===== src/sv/assert_macros.svh =====
// ----------------------------------------------------------------------------
// assert_macros.svh
// Concurrent assertion helpers shared by the RTL; empty for synthesis.
// ----------------------------------------------------------------------------
`ifndef ASSERT_MACROS_SVH
`define ASSERT_MACROS_SVH

`ifndef SYNTHESIS

`define ASSERT_ALWAYS(label, clk, rst, cond) \
   label: assert property (@(posedge clk) disable iff (rst) (cond)) \
      else $error("assertion failed: invariant");

`define ASSERT_IMPLIES(label, clk, rst, ante, cons) \
   label: assert property (@(posedge clk) disable iff (rst) (ante) |-> (cons)) \
      else $error("assertion failed: same-cycle implication");

`define ASSERT_NEXT(label, clk, rst, ante, cons) \
   label: assert property (@(posedge clk) disable iff (rst) (ante) |=> (cons)) \
      else $error("assertion failed: next-cycle implication");

`else

`define ASSERT_ALWAYS(label, clk, rst, cond)
`define ASSERT_IMPLIES(label, clk, rst, ante, cons)
`define ASSERT_NEXT(label, clk, rst, ante, cons)

`endif

`endif


===== src/sv/hsc_pkg.sv =====
// ----------------------------------------------------------------------------
// hsc_pkg
// Types, codes and constant position tables for the SECDED codec.
// ----------------------------------------------------------------------------
`default_nettype none

package hsc_pkg;

   localparam int MAX_PARITY    = 6;
   localparam int MIN_PARITY    = 2;
   localparam int BLOCK_BITS    = 64;
   localparam int DATA_BITS_MAX = 57;
   localparam int SYN_BITS      = 6;

   localparam logic CMD_ENCODE = 1'b0;
   localparam logic CMD_DECODE = 1'b1;

   localparam logic [1:0] ST_CLEAN  = 2'd0;
   localparam logic [1:0] ST_FIXED  = 2'd1;
   localparam logic [1:0] ST_DOUBLE = 2'd2;

   typedef logic [2:0] parity_type;

   typedef struct packed {
      logic        command;
      logic [63:0] in_word;
   } req_payload_type;

   typedef struct packed {
      logic [63:0] out_word;
      logic [1:0]  status;
   } rsp_payload_type;

   typedef logic [5:0] pos_table_type [DATA_BITS_MAX];
   typedef logic [SYN_BITS-1:0][BLOCK_BITS-1:0] col_table_type;

   // stream position of each data bit
   function automatic pos_table_type build_data_pos();
      pos_table_type tbl;
      int unsigned   j;
      int unsigned   x;
      j = 0;
      for (int unsigned pos = 0; pos < BLOCK_BITS; pos++) begin
         x = pos + 1;
         if ((x & (x - 1)) != 0) begin
            tbl[j] = 6'(pos);
            j++;
         end
      end
      return tbl;
   endfunction

   // positions covered by check bit k, last position excluded
   function automatic col_table_type build_col_mask();
      col_table_type tbl;
      tbl = '0;
      for (int unsigned k = 0; k < SYN_BITS; k++) begin
         for (int unsigned pos = 0; pos < BLOCK_BITS - 1; pos++) begin
            tbl[k][pos] = 1'(((pos + 1) >> k) & 1);
         end
      end
      return tbl;
   endfunction

   localparam pos_table_type DATA_POS = build_data_pos();
   localparam col_table_type COL_MASK = build_col_mask();

   function automatic parity_type clamp_parity(input logic [2:0] value);
      parity_type res;
      if (value < 3'(MIN_PARITY)) begin
         res = 3'(MIN_PARITY);
      end else if (value > 3'(MAX_PARITY)) begin
         res = 3'(MAX_PARITY);
      end else begin
         res = value;
      end
      return res;
   endfunction

   function automatic logic [BLOCK_BITS-1:0] block_mask(input parity_type p);
      logic [BLOCK_BITS-1:0] res;
      case (p)
         3'd2:    res = 64'h0000_0000_0000_000F;
         3'd3:    res = 64'h0000_0000_0000_00FF;
         3'd4:    res = 64'h0000_0000_0000_FFFF;
         3'd5:    res = 64'h0000_0000_FFFF_FFFF;
         default: res = 64'hFFFF_FFFF_FFFF_FFFF;
      endcase
      return res;
   endfunction

   function automatic logic [BLOCK_BITS-1:0] data_mask(input parity_type p);
      logic [BLOCK_BITS-1:0] res;
      case (p)
         3'd2:    res = 64'h0000_0000_0000_0001;
         3'd3:    res = 64'h0000_0000_0000_000F;
         3'd4:    res = 64'h0000_0000_0000_07FF;
         3'd5:    res = 64'h0000_0000_03FF_FFFF;
         default: res = 64'h01FF_FFFF_FFFF_FFFF;
      endcase
      return res;
   endfunction

endpackage

`default_nettype wire


===== src/sv/hsc_core.sv =====
// ----------------------------------------------------------------------------
// hsc_core
// Combinational SECDED encode / syndrome-correct-extract for one block.
// ----------------------------------------------------------------------------
`default_nettype none

module hsc_core (
   input  wire hsc_pkg::parity_type      parity,
   input  wire hsc_pkg::req_payload_type req,
   output hsc_pkg::rsp_payload_type      rsp
);
   import hsc_pkg::*;

   logic [BLOCK_BITS-1:0] blk_mask;
   logic [BLOCK_BITS-1:0] body_mask;
   logic [BLOCK_BITS-1:0] cap_mask;
   logic [5:0]            top_pos;

   logic [BLOCK_BITS-1:0] enc_data;
   logic [BLOCK_BITS-1:0] enc_scatter;
   logic [SYN_BITS-1:0]   enc_par;
   logic [BLOCK_BITS-1:0] enc_checked;
   logic                  enc_overall;
   logic [BLOCK_BITS-1:0] enc_word;

   logic [BLOCK_BITS-1:0] dec_body;
   logic [SYN_BITS-1:0]   dec_syn;
   logic                  dec_overall;
   logic [BLOCK_BITS-1:0] dec_flip;
   logic [BLOCK_BITS-1:0] dec_fixed;
   logic [BLOCK_BITS-1:0] dec_gather;
   logic [1:0]            dec_status;

   assign blk_mask  = block_mask(parity);
   assign body_mask = blk_mask >> 1;
   assign cap_mask  = data_mask(parity);
   assign top_pos   = 6'((7'd1 << parity) - 7'd1);

   // encode
   assign enc_data = req.in_word & cap_mask;

   always_comb begin
      enc_scatter = '0;
      for (int j = 0; j < DATA_BITS_MAX; j++) begin
         enc_scatter[DATA_POS[j]] = enc_data[j];
      end
   end

   always_comb begin
      enc_checked = enc_scatter;
      for (int k = 0; k < SYN_BITS; k++) begin
         enc_par[k] = (^(enc_scatter & COL_MASK[k])) & (3'(k) < parity);
         enc_checked[(1 << k) - 1] = enc_par[k];
      end
   end

   assign enc_overall = ^(enc_checked & body_mask);
   assign enc_word    = enc_checked | (BLOCK_BITS'(enc_overall) << top_pos);

   // decode
   assign dec_body    = req.in_word & body_mask;
   assign dec_overall = ^(req.in_word & blk_mask);

   always_comb begin
      for (int k = 0; k < SYN_BITS; k++) begin
         dec_syn[k] = ^(dec_body & COL_MASK[k]);
      end
   end

   always_comb begin
      dec_flip   = '0;
      dec_status = ST_CLEAN;
      if (dec_syn != '0) begin
         if (dec_overall) begin
            dec_flip   = BLOCK_BITS'(1) << (dec_syn - 6'd1);
            dec_status = ST_FIXED;
         end else begin
            dec_status = ST_DOUBLE;
         end
      end else if (dec_overall) begin
         dec_status = ST_FIXED;
      end
   end

   assign dec_fixed = req.in_word ^ dec_flip;

   always_comb begin
      dec_gather = '0;
      for (int j = 0; j < DATA_BITS_MAX; j++) begin
         dec_gather[j] = dec_fixed[DATA_POS[j]];
      end
   end

   always_comb begin
      if (req.command == CMD_DECODE) begin
         rsp.out_word = dec_gather & cap_mask;
         rsp.status   = dec_status;
      end else begin
         rsp.out_word = enc_word;
         rsp.status   = ST_CLEAN;
      end
   end

endmodule

`default_nettype wire


===== src/sv/hamming_secded_codec.sv =====
// ----------------------------------------------------------------------------
// hamming_secded_codec
// Extended Hamming SECDED encoder/decoder, block of 2^p bits, p = 2..6.
// ----------------------------------------------------------------------------
//  channel  ports                         direction
//  req      req_valid/req_stall/req_data  in:  command, in_word
//  rsp      rsp_valid/rsp_stall/rsp_data  out: out_word, status
//  csr      csr_valid/csr_ready/csr_data  in:  parity_bits (3 bits)
//
//  Two register stages: request register, then response register; the
//  XOR trees sit between them. One request per cycle unless a stalled response backs up.
//  Synchronous reset clears both valid flags and sets parity_bits to 6.
//  A stalled response holds; the request register still fills behind it.
//  csr_ready is always high; parity is clamped to 2..6 when written.
// ----------------------------------------------------------------------------
`default_nettype none
`include "assert_macros.svh"

module hamming_secded_codec (
   input  wire                           clock,
   input  wire                           reset,
   input  wire                           req_valid,
   output logic                          req_stall,
   input  wire hsc_pkg::req_payload_type req_data,
   output logic                          rsp_valid,
   input  wire                           rsp_stall,
   output hsc_pkg::rsp_payload_type      rsp_data,
   input  wire                           csr_valid,
   output logic                          csr_ready,
   input  wire  [2:0]                    csr_data
);
   import hsc_pkg::*;

   parity_type      parity_ff,    parity_in;
   logic            s1_valid_ff,  s1_valid_in;
   req_payload_type s1_data_ff,   s1_data_in;
   logic            rsp_valid_ff, rsp_valid_in;
   rsp_payload_type rsp_data_ff,  rsp_data_in;
   rsp_payload_type core_rsp;
   logic            s2_move;
   logic            s1_move;
   logic            s1_encode;

   hsc_core u_core (
      .parity (parity_ff),
      .req    (s1_data_ff),
      .rsp    (core_rsp)
   );

   assign csr_ready = 1'b1;
   assign s2_move   = !(rsp_valid_ff && rsp_stall);
   assign s1_move   = !s1_valid_ff || s2_move;
   assign req_stall = !s1_move;
   assign s1_encode = s1_valid_ff && (s1_data_ff.command == CMD_ENCODE);

   always_comb begin
      parity_in = parity_ff;
      if (csr_valid && csr_ready) begin
         parity_in = clamp_parity(csr_data);
      end
   end

   always_comb begin
      s1_valid_in = s1_valid_ff;
      s1_data_in  = s1_data_ff;
      if (s1_move) begin
         s1_valid_in = req_valid;
         s1_data_in  = req_data;
      end
   end

   always_comb begin
      rsp_valid_in = rsp_valid_ff;
      rsp_data_in  = rsp_data_ff;
      if (s2_move) begin
         rsp_valid_in = s1_valid_ff;
         rsp_data_in  = core_rsp;
      end
   end

   always_ff @(posedge clock) begin
      if (reset) begin
         parity_ff    <= 3'(MAX_PARITY);
         s1_valid_ff  <= 1'b0;
         rsp_valid_ff <= 1'b0;
      end else begin
         parity_ff    <= parity_in;
         s1_valid_ff  <= s1_valid_in;
         rsp_valid_ff <= rsp_valid_in;
      end
   end

   always_ff @(posedge clock) begin
      s1_data_ff  <= s1_data_in;
      rsp_data_ff <= rsp_data_in;
   end

   assign rsp_valid = rsp_valid_ff;
   assign rsp_data  = rsp_data_ff;

   `ASSERT_ALWAYS(a_parity_range, clock, reset, parity_ff == clamp_parity(parity_ff))
   `ASSERT_NEXT(a_req_load, clock, reset, req_valid && !req_stall, s1_valid_ff)
   `ASSERT_NEXT(a_stage_advance, clock, reset, s1_valid_ff && s2_move, rsp_valid_ff)
   `ASSERT_IMPLIES(a_encode_clean, clock, reset, s1_encode, core_rsp.status == ST_CLEAN)
   `ASSERT_IMPLIES(a_encode_even, clock, reset, s1_encode, ^core_rsp.out_word == 1'b0)

endmodule

`default_nettype wire

===== config.mk =====
export PLATFORM = sky130hd
export DESIGN_NAME = hamming_secded_codec
export DESIGN_NICKNAME = d
export VERILOG_FILES = /design/src/sv/hsc_pkg.sv /design/src/sv/hsc_core.sv /design/src/sv/hamming_secded_codec.sv
export VERILOG_INCLUDE_DIRS = /design/src /design/src/sv
export SDC_FILE = /design/constraint.sdc
export NUM_CORES = 1
export LEC_CHECK = 0
export ABC_AREA = 1
export BUFFER_PORTS_ARGS = -buffer_cell sky130_fd_sc_hd__buf_2
export CORE_ASPECT_RATIO = 0.5
export CORE_MARGIN = 2
export CORE_UTILIZATION = 40
export DETAILED_ROUTE_END_ITERATION = 10
export GPL_TIMING_DRIVEN = 0
export PLACE_DENSITY = 0.63
export SLEW_MARGIN = 25
export SYNTH_ARGS = -nofsm -noshare
export SYNTH_HDL_FRONTEND = slang
export SYNTH_SLANG_ARGS = --single-unit
export TNS_END_PERCENT = 1

===== constraint.sdc =====
create_clock -name clock -period 12.15 [get_ports clock]
set_input_delay 2.43 -clock clock [delete_from_list [all_inputs] [get_ports clock]]
set_output_delay 2.43 -clock clock [all_outputs]
set_load 0.02 [all_outputs]

Yosys cells after proc, flatten, opt, wreduce, memory -nomap -nowiden. Index checks and enable logic that the tools add are counted.

Logic and storage cells: 67. Output and inout bits: 69. Flip-flop bits (word level): 136. Bits of input ports: 73.

Add/sub/neg operators: 2. Shift operators: 3. Reduce and logical (&&, ||, !) cells: 20. Bitwise logic cells: 13. Eq/ne operators: 4. Order comparisons: 8. Multiplexer cells: 10.

Operators by type and width (count): 64-bit parity (14); 64-bit case mux with 4 select lines (1); 57-bit case mux with 4 select lines (1); 63-bit bitwise AND (2); 63-bit two-way mux (2); 66-bit two-way mux (1); 57-bit by 64-bit bitwise AND with 64-bit output (1); 64-bit bitwise AND (1); 63-bit by 64-bit bitwise OR with 64-bit output (1); 1-bit by 6-bit left shift with 64-bit output (1); 1-bit by 6-bit left shift with 63-bit output, first input constant (1); 63-bit bitwise XOR (1); 57-bit bitwise AND (1); 6-bit by 1-bit subtractor with 6-bit output, second input constant (2); 1-bit bitwise AND (6); 3-bit by 2-bit == test with 1-bit output, second input constant (2); 3-bit == test, second input constant (2); 1-bit by 3-bit < comparator with 1-bit output, first input constant (2); 2-bit by 3-bit < comparator with 1-bit output, first input constant (2); 3-bit < comparator, first input constant (2); 3-bit two-way mux (2); 6-bit nonzero test (1); 1-bit by 3-bit left shift with 6-bit output, first input constant (1); 2-bit two-way mux (2); other kinds (6) (8).

Logic depth before layout (Yosys ltp). Gate-level depths: netlist of the first run.

Depth after elaboration: 11. Gate-level depth with buffers: 33. Mapped depth without buffers: 29.

Cells and area by module. From an unflattened synthesis of the first run, not the netlist that was laid out.

Cell total of the unflattened synthesis: 1680. Area total of the unflattened synthesis: 11178.2 um2.

Modules (own cells, without submodules): hsc_core (times used 1, area an instance 7031.7 um2, cells each 1517); hamming_secded_codec (times used 1, area an instance 4146.5 um2, cells each 163).

Worst setup path before layout of the first run. No wires, ideal clock.

Path type: input port to output port. Start: input rsp_stall. End: output req_stall. Arrival time: 4409 ps. Required time: 9720 ps. Cell stages on the path: 2. Path slack: 5311 ps. Path buffers: 0. Cells stage by stage: nand2_1 nor2_1.

Longest elaborated chain between the ends: 4.

RTL lines: start, declared (line hamming_secded_codec.sv:26) `input wire rsp_stall,`; 1-bit logical AND (line hamming_secded_codec.sv:51) `assign s2_move = !(rsp_valid_ff && rsp_stall);`; 1-bit zero test (line hamming_secded_codec.sv:51); 1-bit logical OR (line hamming_secded_codec.sv:52) `assign s1_move = !s1_valid_ff || s2_move;`; 1-bit zero test (line hamming_secded_codec.sv:53) `assign req_stall = !s1_move;`; end, declared (line hamming_secded_codec.sv:23) `output logic req_stall,`.

No other way between the ends.

Worst setup path after layout of the first run. Ends and elaborated chain as after synthesis.

==> results.txt, run 1 <==
* Seq/Total Area, Yosys: 0.352
- Once the clock tree was built, the setup fixing pass inserted 0 buffers.
- Clock insertion delay at the later pin of the skew report: about 450 ps
- RSZ-0062 raised after global routing: no
- The core region is 0.0279 mm^2.
- Summed over all layers, the routed wires come to between 40,000 and 50,000 um.
- Subtracting the final worst setup slack from the clock period gives roughly 5700 ps.
- Ordered cell list for the critical path: buf_2 > nand2_4 > nor2_1 > buf_2
* Vias in the first global route: between 10,000 and 15,000
* Die height: around 120 um
- The floorplan has between 40 and 50 rows.
* Share of synthesized registers carrying an async set or reset: 0
* Power share of the sequential group: 0.221
- The mapped netlist covers ~0.011 mm^2.
* Avg WL per Cell: 19.6 um
* Routability cong.: just over 1
- Footprint of the multi-input gates: between 0.006 and 0.007 mm^2
- Initial antenna violation count: 0
- The synthesized design contains 136 register bits.
* Root cell of the clock tree: clkbuf_16
- STA classifies the critical path startpoint as an input pin.
- Clock slew at reported path FFs: 60 ps
- In this design, the stage delay of the slowest critical-path cell is ~290 ps.
- Across the whole layout, storage elements account for around 0.004 mm^2.
- The number of cells on the worst reg-to-reg path is 26.
- After the first detailed-routing iteration, the DRC count stood at 1,354.
- Startpoint of the worst-slack reg-to-reg timing path: parity_ff[2]
* Power per Cell Area: about 210 mW/mm^2
* Count of input and output buffers: 140
- For the pin with the worst max-slew slack, the measured transition is ~740 ps.
- Wire length of the first global-routing pass: 63,700 um
- Reg-to-reg endpoint: rsp_data[63]
- After routing, the total negative slack on setup checks comes to 0 ps.
- Layout Skew: 10.2 ps
- Arrival @ worst endpoint: around 3200 ps
- Worst reg-to-reg setup slack: between 7000 and 8000 ps
- Antenna-violating nets left: 0
- Combinational cell fraction of total power: 0.582
- Part of the power in the clock network: 0.197
- TritonCTS built the clock tree.
* Die ar.: about 0.03 mm^2
- Yosys mapped the design onto 50 distinct sky130hd cell types.
- Hold EP: rsp_valid
* Post-Synthesis Net Count: approximately 1,800
* Count of fill cells added during filler insertion: approximately 2,900
- The largest individual stage delay along the critical path comes from the cell nor2_1.
- Synthesized area divided by synthesized cell count: 6.80 um^2
- Synthesis produced a netlist whose cell count is 1,687.
* I/O pin cnt: ~140
* Count of TritonRoute iterations in the first routing pass: 5
* Detailed-placement wirelength estimate: around 36,000 um
- The setup path with the least slack is of type input pin to output pin.
* Critical Path Fanout Max: 17
- Number of vias per cell: ~5.3
- IR analysis of the VDD net gives a maximum drop of approximately 0.00013 V.
- Post-CTS repair changed the size of 0 cells.
- Global routing usage summed across all routing layers: 0.293
* Count of hold-fix buffers inserted at cts: 0
* Sw power: 0.00144 W
- For this run, the top clock speed supported by timing is ~180 MHz.
- Number of design rule violations left after detail routing: 0
- Dividing the final minimum period by the clock period gives 0.466.
- The tightest min-delay check is of the flip-flop to flip-flop type.
- Summed over all cells, the static leakage comes to roughly 6.9 nW.
- Of the total power, the share spent switching nets is 0.518.
- Origin of the worst min-delay path: s1_valid_ff
- Startpoint of the worst setup timing path: rsp_stall
- Headroom to the max-slew limit came out at 0.510.
* Run status: completed
- Number of nets in the finished design: 1,922
- Maximum number of pins on one net before global-route repair: 53
- Worst path most repeated cell: buf_2
* TritonCTS buffer count: 17
- The most used flip-flop cell after synthesis is edfxtp_1.
- For this design, the sink count on the clock tree is 136.
- The routed layout has approximately 12,000 vias.
- The initial utilization of the core area, before any placement, comes to 0.411.
* Count of endpoints failing setup in the final report: 0
- Counting flops with a built-in enable in the synthesized netlist gives roughly 130.
* Capturing element type of the critical path: output pin
* Number of violations of the max-capacitance limit: 0
- Portion of synthesized cell area occupied by the leading cell type: 0.343
- Of all cell types, the one taking the most synthesized area is edfxtp_1.
* Cell internal pwr: ~0.0013 W
- Summed over all layers, the global routing overflow is 0.
- Share of final-layout standard cells stronger than drive strength 1: 0.146
* Clock Path Buffers: 2
- Max-slew violation count: 0
- Hold is met by about 470 ps.
* Worst hold path depth: 2
- Largest cells by area after synthesis: edfxtp_1, nand2_1, nand3_1
* Worst path required time: slightly below 10,000 ps
- Area growth from synthesis to final layout: 16.2%
- Die boundary width: ~240 um
- The H-tree was split into 4 levels.
* Synthesis Warnings: 0
- Total count of hold-check failures in the final report: 0
- N_diodes: 0
[worst max-delay path, delay by kind of cell]
kind | cells | cell delay (ps)
and+or+nand+nor | 2 | 460
buffers and inverters | 2 | 320
[state kept, by name (all words and copies together) (netlist names)]
signal / count
parity_ff: 3
rsp_data: 66
rsp_valid: 1
s1_data_ff: 65
s1_valid_ff: 1
[stage by stage]
stage          cell area [um^2]  worst slack (ps)  std cells  utilization  total power (W)
3_5_place_dp              12700              6470       2211        0.455          0.00218
2_1_floorplan             11500              5310       1687            -          0.00169
3_3_place_gp              12600              4530       2209        0.453          0.00220
4_1_cts                   13300              6470       2243        0.477          0.00273
6_report                  13300              6490       2243        0.477          0.00277
5_1_grt                   13300              6420       2243        0.477          0.00293
[worst max-delay path by stage]
| stage | end | slack [ps] |
|---|---|---|
| floorplan | req_stall | 5310 |
| global placement | req_stall | 4530 |
| detailed placement | req_stall | 6470 |
| CTS | req_stall | 6470 |
| global route | req_stall | 6420 |
| finish | req_stall | 6490 |
[per-layer routing]
layer / share of wire / GRT usage / routed length [um]
met5: 0 / 0 / 0
met1: 0.46 / 0.434 / 20100
met2: 0.41 / 0.434 / 18200
met4: 0.012 / 0.0591 / 524
met3: 0.12 / 0.0683 / 5200
[cell families after synthesis]
| kind of cell | synth area share |
|---|---|
| AO/OA/AOI/OAI | 0.0898 |
| XOR/XNOR | 0.0961 |
| adder cells (fa/ha/maj) | 0.00109 |
| buffers and inverters | 0.0929 |
| flip-flops | 0.352 |
| other | 0.000327 |
| AND/OR/NAND/NOR | 0.368 |
[Yosys cell counts, types with 6 or more instances]
| master | count |
|---|---|
| buf_2 | 15 |
| nand2_2 | 18 |
| o21ai_1 | 17 |
| o22ai_1 | 16 |
| nand2_1 | 660 |
| inv_1 | 183 |
| edfxtp_1 | 131 |
| clkbuf_1 | 19 |
| nand2_4 | 7 |
| a21oi_1 | 24 |
| xor2_2 | 6 |
| nand4_1 | 21 |
| nand3_1 | 171 |
| o21ai_0 | 103 |
| xnor2_1 | 42 |
| o21ai_2 | 9 |
| nor2_1 | 103 |
| xor2_1 | 69 |
| buf_6 | 8 |
[power by group through the flow]
stage	sequential (W)	clock (W)	combinational, W
floorplan	0.000666	0	0.00102
global placement	0.000622	0	0.00158
detailed placement	0.000623	0	0.00156
CTS	0.000613	0.000554	0.00156
global route	0.000617	0.000577	0.00173
finish	0.000613	0.000546	0.00161
[layout by cell type (no fill, tap or decap), drive strengths merged, types with 2 or more instances in the layout]
master | Yosys | routed
xnor2 | 44 | 44
nor4 | 3 | 3
nand3 | 174 | 174
nor3 | 5 | 5
nand4 | 21 | 21
clkinv | 1 | 5
inv | 191 | 197
clkinvlp | 0 | 2
o21ai | 129 | 129
nand2 | 686 | 686
or2 | 2 | 2
a21oi | 26 | 26
o22ai | 18 | 18
a31oi | 2 | 2
bufinv | 0 | 3
xor2 | 75 | 75
o211ai | 4 | 4
o21a | 3 | 3
edfxtp | 131 | 131
clkbuf | 20 | 37
buf | 31 | 173
nor2 | 110 | 110
dfxtp | 5 | 5
[cell type report]
class	count	share of cell area
multi-input combinational	1308	0.479
sequential	136	0.303
inverter	192	0.0554
timing repair buffer	142	0.0567
buffer	51	0.0248
tap	382	0.0359
clock buffer	17	0.0319
clock inverter	15	0.0141
Note: power is estimated with default switching activity, not from simulation.
==> inputs of run 2 (changes only) <==
--- a/config.mk
+++ b/config.mk
@@ -6,14 +6,14 @@
 export SDC_FILE = /design/constraint.sdc
 export NUM_CORES = 1
 export LEC_CHECK = 0
-export ABC_AREA = 1
+export ABC_AREA = 0
 export BUFFER_PORTS_ARGS = -buffer_cell sky130_fd_sc_hd__buf_2
 export CORE_ASPECT_RATIO = 0.5
 export CORE_MARGIN = 2
 export CORE_UTILIZATION = 40
 export DETAILED_ROUTE_END_ITERATION = 10
 export GPL_TIMING_DRIVEN = 0
-export PLACE_DENSITY = 0.63
+export PLACE_DENSITY = 0.66
 export SLEW_MARGIN = 25
 export SYNTH_ARGS = -nofsm -noshare
 export SYNTH_HDL_FRONTEND = slang
==> constraint.sdc (replaced) <==
create_clock -name clock -period 4.7 [get_ports clock]
set_input_delay 0.94 -clock clock [delete_from_list [all_inputs] [get_ports clock]]
set_output_delay 0.94 -clock clock [all_outputs]
set_load 0.02 [all_outputs]
==> results.txt, run 2 <==
* Count of input and output buffers: 140 (unchanged)
* Flop and latch count out of synthesis: 136 (unchanged)
- Portion of synthesized cell area occupied by the leading cell type: 0.436 (+0.0930)
- The height of the chip is 110 um (-11%).
- The critical path arrival is 4760 ps (+1530 ps).
* Critical Path Fanout Max: 9 (-8)
- TritonCTS buffer count: 17 (unchanged)
- Worst Hold Class: flip-flop to flip-flop
- Startpoint of the worst-slack reg-to-reg timing path: s1_data_ff[55]
- The worst hold path begins at s1_valid_ff.
* Root cell of the clock tree: clkbuf_16
- CTS tree: built
- Total number of vias: 6,971 (-42%)
* Number of violations of the max-capacitance limit: 0 (unchanged)
- The worst setup path is launched from a flip-flop.
* Area growth from synthesis to final layout: 19.3%
* Multiplexer area fraction after synthesis: 0.0101 (+0.0101)
- Leakage power figure: 4.24 nW (-38%)
- The area of the mapped netlist was 0.00902 mm^2 (-21%).
- Initial core utilization: 0.412 (+0.000883)
* Core Area: 0.0219 mm^2 (-22%)
- Synthesized area divided by synthesized cell count: 11.0 um^2 (+62%)
* Die ar.: 0.0238 mm^2 (-21%)
* Top cell type by total area after synthesis: edfxtp_1
- Max-slew violation count: 0 (unchanged)
* Synthesis Warnings: 0 (unchanged)
- The areal power density over the cells is 664 mW/mm^2 (+220%).
* Share of synthesized registers carrying an async set or reset: 0 (unchanged)
- Initial antenna violation count: 0 (unchanged)
- Distinct cell type count of the synthesized netlist: 63 (+26%)
- The adder-cell share of the synthesized area is 0.00139 (+0.000296).
- Wire length of the first global-routing pass: 43,600 um (-32%)
- Capturing element type of the critical path: flip-flop
- Period minus WS final: between 4000 and 5000 ps
- Maximum clock rate: between 200 and 250 MHz
- The residual antenna-violating net count after detailed routing was 0 (unchanged).
* # clock sinks: 136 (unchanged)
* Clock insertion delay at the later pin of the skew report: 450 ps (about the same)
- Worst path required time: 4870 ps (-4850 ps)
* RSZ-0062 raised after global routing: yes
- Period utilisation layout: 0.976
- Worst rel slew slack: 0.341 (-0.169)
- The clock skew after layout is 13.3 ps (+3.13 ps).
* Count of TritonRoute iterations in the first routing pass: 5 (unchanged)
- Post-Synthesis Net Count: 891 (-49%)
- Clock Path Buffers: 2 (unchanged)
* Flip-flop count of the largest register after layout: 66 (unchanged)
- Path type of the worst setup path: flip-flop to flip-flop
- Synth Area in XOR/XNOR: 0.291 (+0.195)
- The worst ir drop on vdd was 0.000604 V (+360%).
- The smallest setup slack after layout came to 111 ps (-6380 ps).
* Vias in the first global route: 6,781 (-35%)
- Seq/Total Area, Yosys: 0.447 (+0.0954)
- Compound-gate portion of the synthesized area: 0.100 (+0.0102)
* Synth cell count leaders: xnor2_1, edfxtp_1, nor2_1
- The total count of hold-check failures in the final report was 0 (unchanged).
* Global routing usage summed across all routing layers: 0.260 (-0.0328)
- The number of synthesized flops with an enable pin was 131 (unchanged).
* Maximum number of pins on one net before global-route repair: 59 (+11%)
- The number of remaining DRC errors was 0 (unchanged).
- The number of H-tree branching levels came to 4 (unchanged).
* Count of fill cells added during filler insertion: 2,009 (-31%)
- Worst-case setup slack after placement: -211 ps (-6680 ps)
* Commonest non-fill, non-tap cell in the layout: buf_2
- Number of nets in the finished design: 1,052 (-45%)
* Synthesized instance count: 817 (-52%)
- Startpoint of the worst setup timing path: s1_data_ff[55]
* Number of vias per cell: 5.40 (+1.5%)
- Final global-route overflow total: 0 (unchanged)
- Avg WL per Cell: 23.3 um (+19%)
- Worst slack on hold paths: 538 ps (+69.7 ps)
* Share of final-layout standard cells stronger than drive strength 1: 0.207 (+0.0615)
- The routability-driven placement congestion ratio is 0.939 (-8.4%).
- Die boundary width: 216 um (-11%)
- The number of setup violations in the final report came to 0 (unchanged).
* Setup tns final: 0 ps (unchanged)
- Routed wire length: 30,100 um (-32%)
- The pin slew with the least headroom to its limit was 985 ps (+250 ps).
* Std-Cell Rows: 38 (-12%)
* Clock slew at reported path FFs: 60 ps (about the same)
- Fraction of the mapped netlist area in simple logic gates: 0.125 (-0.243)
- The half-perimeter wire length after detailed placement came to 23,300 um (-35%).
- Yosys instantiated no cell more often than xnor2_1.
* Run status: completed
* Largest cells by area after synthesis: edfxtp_1, xnor2_1, xnor3_1
- I/O pin cnt: 142 (unchanged)
- Combinational family with the most area after synthesis: XOR/XNOR gates
* Predominant post-synthesis flop cell: edfxtp_1
* Top library cells by usage in the layout, fill and taps aside: buf_2, xnor2_1, edfxtp_1
- DRC violation total after the first TritonRoute iteration: 712 (-47%)
run 2: cell count changes in the layout (fill, tap and decap cells not counted), moves of 21 or more:
cell / previous run / this run
nand2_1: 659 / 67
clkbuf_1: 19 / 40
o21ai_0: 103 / 51
xnor2_1: 42 / 140
inv_1: 182 / 7
nor2_1: 103 / 75
xor2_1: 69 / 43
xnor3_1: 0 / 30
nor3_1: 5 / 29
nand3_1: 171 / 12
run 2: final cells by class:
type	count	area [um^2]	share of cell area
Clock inverter	11	83.8	0.00779
Tap cell	300	375	0.0349
Multi-Input combinational cell	625	4850	0.451
Buffer	46	185	0.0172
Antenna cell	1	2.50	0.000232
Inverter	8	30.0	0.00279
Sequential cell	136	4030	0.375
Clock buffer	20	437	0.0406
Timing Repair Buffer	144	763	0.0709
run 2: timing repair:
action,CTS,global route
hold buffers,0,0
pin swaps,1,0
setup endpoints to repair,9,19
gates resized for setup,3,11
setup buffers,2,0
run 2: metrics by stage:
step / area (um^2) / std cells / util / total power, W
2_1_floorplan: 9020 / 817 / - / 0.00464
3_3_place_gp: 10100 / 1257 / 0.461 / 0.00576
3_5_place_dp: 10200 / 1259 / 0.464 / 0.00576
4_1_cts: 10700 / 1292 / 0.489 / 0.00704
5_1_grt: 10800 / 1290 / 0.491 / 0.00751
6_report: 10800 / 1291 / 0.491 / 0.00715
run 2: kinds of logic after synthesis:
group	Yosys count
other cells	1
buf+inv	56
compound gates	142
simple gates	240
xor+xnor	232
fa+ha+maj	1
flops	136
mux	9
run 2: routing by layer:
| layer | GRT usage | routed length [um] | share of wire |
|---|---|---|---|
| met5 | 0 | 0 | 0 |
| met4 | 0.0753 | 448 | 0.015 |
| met3 | 0.0716 | 2960 | 0.099 |
| met2 | 0.375 | 12400 | 0.41 |
| met1 | 0.379 | 14200 | 0.47 |
run 2: critical path, cell delays in order (launching register included):
cell      delay (ps)
edfxtp_1         560
xnor2_2          290
xor3_2           600
o21a_1           220
a211oi_2         270
xnor2_1          190
mux2i_1          320
xnor3_1          530
xnor2_4          290
xnor3_2          440
nor4b_1          200
a221o_1          410
run 2: worst paths after layout:
path	endpoint	slack, ps	cells past startpoint
setup / recovery	rsp_data[13]	110	11
hold / removal	rsp_valid	540	2
setup reg to reg	rsp_data[13]	110	11
hold reg to reg	rsp_valid	540	2
run 2: where the power goes:
group / switching (W) / internal (W)
Clock: 0.000493 / 0.000711
Combinational: 0.00275 / 0.00158
Sequential: 0.0000875 / 0.00153
